### config.mk
export PLATFORM = sky130hd
export DESIGN_NAME = bpc_cfg_regs
export DESIGN_NICKNAME = d
export VERILOG_FILES = /design/src/hw/rtl/bpc_pkg.sv /design/src/hw/rtl/bpc_cfg_regs.sv
export SDC_FILE = /design/constraint.sdc
export NUM_CORES = 1
export LEC_CHECK = 0
export BUFFER_PORTS_ARGS = -buffer_cell sky130_fd_sc_hd__buf_4
export CAP_MARGIN = 30
export CORE_UTILIZATION = 49
export CTS_CLUSTER_SIZE = 24
export DETAILED_ROUTE_END_ITERATION = 10
export PLACE_DENSITY = 0.84
export SYNTH_ARGS = -nofsm -noshare
export SYNTH_HDL_FRONTEND = slang
export SYNTH_SLANG_ARGS = --single-unit
### constraint.sdc
create_clock -name clk_i -period 2 [get_ports clk_i]
set_input_delay 0.4 -clock clk_i [delete_from_list [all_inputs] [get_ports clk_i]]
set_output_delay 0.4 -clock clk_i [all_outputs]
set_load 0.01 [all_outputs]
### src/hw/rtl/bpc_pkg.sv
// Package: shared types and constants of the barometer compensation pipeline.
`default_nettype none
package bpc_pkg;

  // Register indexes on the configuration port
  localparam logic [1:0] RegTempCal   = 2'd0;
  localparam logic [1:0] RegPressLow  = 2'd1;
  localparam logic [1:0] RegPressHigh = 2'd2;
  localparam logic [1:0] RegPressLast = 2'd3;

  localparam int unsigned AddrWidth = 5;
  localparam int unsigned DataWidth = 64;

  // Compensation constants
  localparam logic signed [33:0] TempOffset = 34'sd128000;
  localparam logic [20:0]        PressBase  = 21'd1048576;
  localparam logic signed [63:0] PressScale = 64'sd3125;
  localparam logic signed [63:0] VarBias    = 64'sh0000_8000_0000_0000;

  // Decoded calibration words
  typedef struct packed {
    logic [15:0] t1;
    logic [15:0] t2;
    logic [15:0] t3;
    logic [15:0] p1;
    logic [15:0] p2;
    logic [15:0] p3;
    logic [15:0] p4;
    logic [15:0] p5;
    logic [15:0] p6;
    logic [15:0] p7;
    logic [15:0] p8;
    logic [15:0] p9;
  } bpc_cal_t;

  // Payload that travels beside the pressure datapath
  typedef struct packed {
    logic [31:0] temp;
    logic        err;
  } bpc_side_t;

  function automatic logic signed [63:0] sext16(input logic [15:0] v);
    sext16 = {{48{v[15]}}, v};
  endfunction

endpackage
`default_nettype wire

### src/hw/rtl/bpc_cfg_regs.sv
// Calibration register file behind the APB-style read/write port.
`default_nettype none
module bpc_cfg_regs (
  input  wire logic                              clk_i,
  input  wire logic                              rst_ni,
  input  wire logic                              psel,
  input  wire logic                              penable,
  input  wire logic                              pwrite,
  input  wire logic [bpc_pkg::AddrWidth-1:0]     paddr,
  input  wire logic [bpc_pkg::DataWidth-1:0]     pwdata,
  output logic      [bpc_pkg::DataWidth-1:0]     prdata,
  output logic                                   pready,
  output bpc_pkg::bpc_cal_t                      cal_o
);

  logic [47:0] temp_cal_q;
  logic [63:0] press_low_q;
  logic [63:0] press_high_q;
  logic [15:0] press_last_q;
  logic        wr_en;
  logic [1:0]  reg_idx;

  assign pready  = 1'b1;
  assign wr_en   = psel & penable & pwrite;
  assign reg_idx = paddr[4:3];

  always_ff @(posedge clk_i or negedge rst_ni) begin
    if (!rst_ni) begin
      temp_cal_q   <= '0;
      press_low_q  <= '0;
      press_high_q <= '0;
      press_last_q <= '0;
    end else if (wr_en) begin
      case (reg_idx)
        bpc_pkg::RegTempCal:   temp_cal_q   <= pwdata[47:0];
        bpc_pkg::RegPressLow:  press_low_q  <= pwdata;
        bpc_pkg::RegPressHigh: press_high_q <= pwdata;
        bpc_pkg::RegPressLast: press_last_q <= pwdata[15:0];
        default: ;
      endcase
    end
  end

  always_comb begin
    case (reg_idx)
      bpc_pkg::RegTempCal:   prdata = {16'b0, temp_cal_q};
      bpc_pkg::RegPressLow:  prdata = press_low_q;
      bpc_pkg::RegPressHigh: prdata = press_high_q;
      bpc_pkg::RegPressLast: prdata = {48'b0, press_last_q};
      default:               prdata = '0;
    endcase
  end

  assign cal_o.t1 = temp_cal_q[15:0];
  assign cal_o.t2 = temp_cal_q[31:16];
  assign cal_o.t3 = temp_cal_q[47:32];
  assign cal_o.p1 = press_low_q[15:0];
  assign cal_o.p2 = press_low_q[31:16];
  assign cal_o.p3 = press_low_q[47:32];
  assign cal_o.p4 = press_low_q[63:48];
  assign cal_o.p5 = press_high_q[15:0];
  assign cal_o.p6 = press_high_q[31:16];
  assign cal_o.p7 = press_high_q[47:32];
  assign cal_o.p8 = press_high_q[63:48];
  assign cal_o.p9 = press_last_q;

endmodule
`default_nettype wire

* Word level (Yosys, flattened, before mapping) *
Index checks and enable logic that the tools add are counted.

storage, ports and cells
  register bits = 192
  logic and storage cells = 15

operators by class
  eq/ne operators = 3
  muxes and demuxes = 1
  bitwise logic cells = 2
  reduce and logical (&&, ||, !) cells = 5

operators by type and width
  cell                                           number
  case mux 64 bit (4 select lines)               1
  AND reduction 2 bit                            4
  == test 2 bit, second input constant           2
  bitwise AND 1 bit                              2
  == test 2 x 1 -> 1 bit, second input constant  1
  logical NOT 2 bit                              1

* Depth between registers and ports, before layout *
  depth after elaboration = 3
  depth in mapped cells = 6
  gate-level depth less buffers = 3

* Least setup slack after synthesis *
No wires, ideal clock.

  path kind = input to output
  start point = input paddr[4] (netlist bit)
  end point = output prdata[17] (netlist bit)
  arrival time = 1.498 ns
  required time = 1.600 ns
  slack = 0.102 ns
  stages = 6
  cell sequence = buf_2 nor2b_1 clkbuf_1 clkbuf_1 nand2_1 o21ai_0

on the way
  longest elaborated chain between the ends = 2
  elaborated cells between the ends (all ways) = 5
  those cells by class = eq/ne: 3; mux: 1; reduce/logical: 1

ends and longest elaborated chain
  what                                   RTL line            RTL
  start: declaration                     bpc_cfg_regs.sv:9   input wire logic [bpc_pkg::AddrWidth-1:0] paddr,
  == test 2 bit (tied with other cells)  bpc_cfg_regs.sv:45  case (reg_idx)
  case mux 64 bit (4 select lines) (*)   bpc_cfg_regs.sv:45
  end: declaration                       bpc_cfg_regs.sv:11  output logic [bpc_pkg::DataWidth-1:0] prdata,

Mark *: on every way between the ends. The rest lies on a longest branch, timed or not.

* Worst setup path in the final report *
  start point = input paddr[3] (netlist bit)
  end point = output prdata[5] (netlist bit)

Same word-level chain as after synthesis.

==> metrics.yaml <==
status: "completed"
rrSetupSlack_ns: 1.14
max_freq_mhz: 519
critical_path.top_delay_family: "buffers and inverters"
cts_resized: 0
ys_async_sr_fraction_pct: 100
diodes: 0
syn_avg_cell_area_um2: 15.3
grt_overflow: 0
die_w_um: 134
maxSlewViolCount: 0
cts-buffers-inserted: 17
grt_max_degree: 51
wire_per_inst_um: 20.8
syn_nets: 635
dr.pass1.iters: 4
clk_path_buf_depth: 2
startpoint_type: "primary input"
synth-xor-area-share_pct: 0
p_leak_nw: 5.98
maxCapViolCount: 0
period_share_pct: 96.3
slowest_delay_ns: 0.53
cpMostUsedCell: "buf_4"
wirelength_um: 23400
nNetsFinal: 961
initial_core_util_pct: 50.0
finalClockSkew_ns: 0
cts_hold_buf: 1
synth_top_family_by_area: "multiplexers"
synth.area.top_cells: "dfrtp_1 (56%), mux2_2 (17%), mux2_4 (10%), mux4_2 (4.2%), mux2i_1 (3.7%)"
cpMaxStageDelayCell: "mux4_2"
syn_to_final_growth_pct: 40.1
drtIter0Drc: 249
rows: 48
num_vias: 6126
yosysUniqueCellTypes: 22
post-cts-setup-buffer-count: 0
core_um2: 17200
antenna_found_initial: 0
fill_cells: 1197
yosys.area.top_type: "dfrtp_1"
syn_area_um2: 8590
hpwl_um: 16600
io_pins: 331
die_area_um2: 18100
clk_pin_slew_worst_paths_ns: 0.07
rsz0062_at_grt: "false"
grt_pass1_wl_um: 35500
ys_warn_count: 0
crit_buf_inv: 3
cp.arrival_ns: 1.53
synth_compound_area_share_pct: 3.50
netlist_instances: 561
globalplace.congestion: 0.822
clk_latency_ns: 0.42
min_period_ns: 1.93
h-tree-depth: 4
fp.dieH_um: 134
setup_viol: 0
grtUsageTotal_pct: 26.1
synth_fa_ha_area_share_pct: 0
drc_errors: 0
vias_per_cell: 5.45
peakVddDrop_v: 0.000560
yosysTopAreaCellShare_pct: 55.9
crit_fanout: 20
ant_nets: 0
timing_hold_violations_final: 0
synth_edf_count: 0
synth-seq-cells: 192
worst_setup_path_end_kind: "output pin"
path_class: "in2out"
synth_mux_area_share_pct: 35.7
portBuffers: 326
cts_num_sinks: 192
hold_class: "in2reg"
required_ns: 1.60
first_global_vias: 6214
synthFlopType: "dfrtp_1"
ys_seq_area_share_pct: 55.9
drive_gt1_share_pct: 65.4
finalSetupTns_ns: 0
fin_hold_ws_ns: 0.206
ys_top_cells_by_count: "dfrtp_1 (192), mux2_2 (132), mux2_4 (60)"
synthSimpleGateAreaFrac_pct: 1.92
critical_path.cell_chain: "buf_4, buf_12, mux4_2, buf_4"
cts_tree: "yes"
yosysMostFrequentCell: "dfrtp_1"
power.density_nw_per_um2: 1110
cts-root-buf: "clkbuf_16"
## area by class of cell
type / instances / area (µm²) / area share [%]
clock buffers: 19 / 443 / 3.68
flip-flops and latches: 192 / 4800 / 39.9
well taps: 225 / 282 / 2.34
clock inverters: 12 / 149 / 1.24
repair buffers: 346 / 2790 / 23.2
inverters: 1 / 3.75 / 0.0312
multi-input cells: 329 / 3560 / 29.6
## sequential cells by signal (all words and copies together) (netlist names)
signal / flops
press_high_q: 64
temp_cal_q: 48
press_low_q: 64
press_last_q: 16
## stage by stage
step / instance area (µm²) / cells / worst slack [ns] / power [mW] / util (%)
floorplan: 8590 / 561 / 0.102 / 7.44 / -
global placement: 11400 / 1092 / 0.0843 / 9.84 / 66.6
detailed placement: 11400 / 1092 / 0.0629 / 10.0 / 66.6
CTS: 12000 / 1124 / 0.0619 / 13.5 / 70.1
global route: 12000 / 1124 / 0.0221 / 13.9 / 70.1
finish: 12000 / 1124 / 0.0736 / 13.4 / 70.1
## per-layer routing
metal,part of all wire (%),global-route usage [%]
met5,0,0
met2,51,44.1
met4,2.9,10.4
met1,40,32.5
met3,6.0,5.90
## final timing paths
check | startpoint | to | depth (start not counted)
max | paddr[3] | prdata[5] | 4
min | pwdata[60] | press_low_q[60]$_DFFE_PN0P_ | 2
max reg2reg | press_high_q[37]$_DFFE_PN0P_ | press_high_q[37]$_DFFE_PN0P_ | 1
min reg2reg | press_high_q[12]$_DFFE_PN0P_ | press_high_q[12]$_DFFE_PN0P_ | 1
max in group asynchronous | rst_ni | temp_cal_q[45]$_DFFE_PN0P_ | 3
min in group asynchronous | rst_ni | press_high_q[11]$_DFFE_PN0P_ | 2
## layout by cell type, fill, tap and decap left out, types with 2 or more instances in the layout
cell type   count
mux2_2        132
mux4_2         16
dfrtp_1       192
clkbuf_8        2
nand2_1        32
inv_8           2
o21ai_0        32
bufinv_16       2
mux2_4         60
clkinv_4        2
clkbuf_16      17
mux2i_1        32
buf_12         15
a22o_1         16
inv_6           3
buf_4         329
clkinvlp_4      3
## power breakdown
group,switching [mW],internal [mW]
sequential,0.852,4.79
clock,1.53,1.90
combinational,1.68,2.60
## logic make-up after synthesis
group                  count (synthesis)
multiplexers                         240
flip-flops                           192
AO/OA/AOI/OAI                         48
AND/OR/NAND/NOR                       40
buffers and inverters                 40
other                                  1
Note: power is estimated with default switching activity, not from simulation.
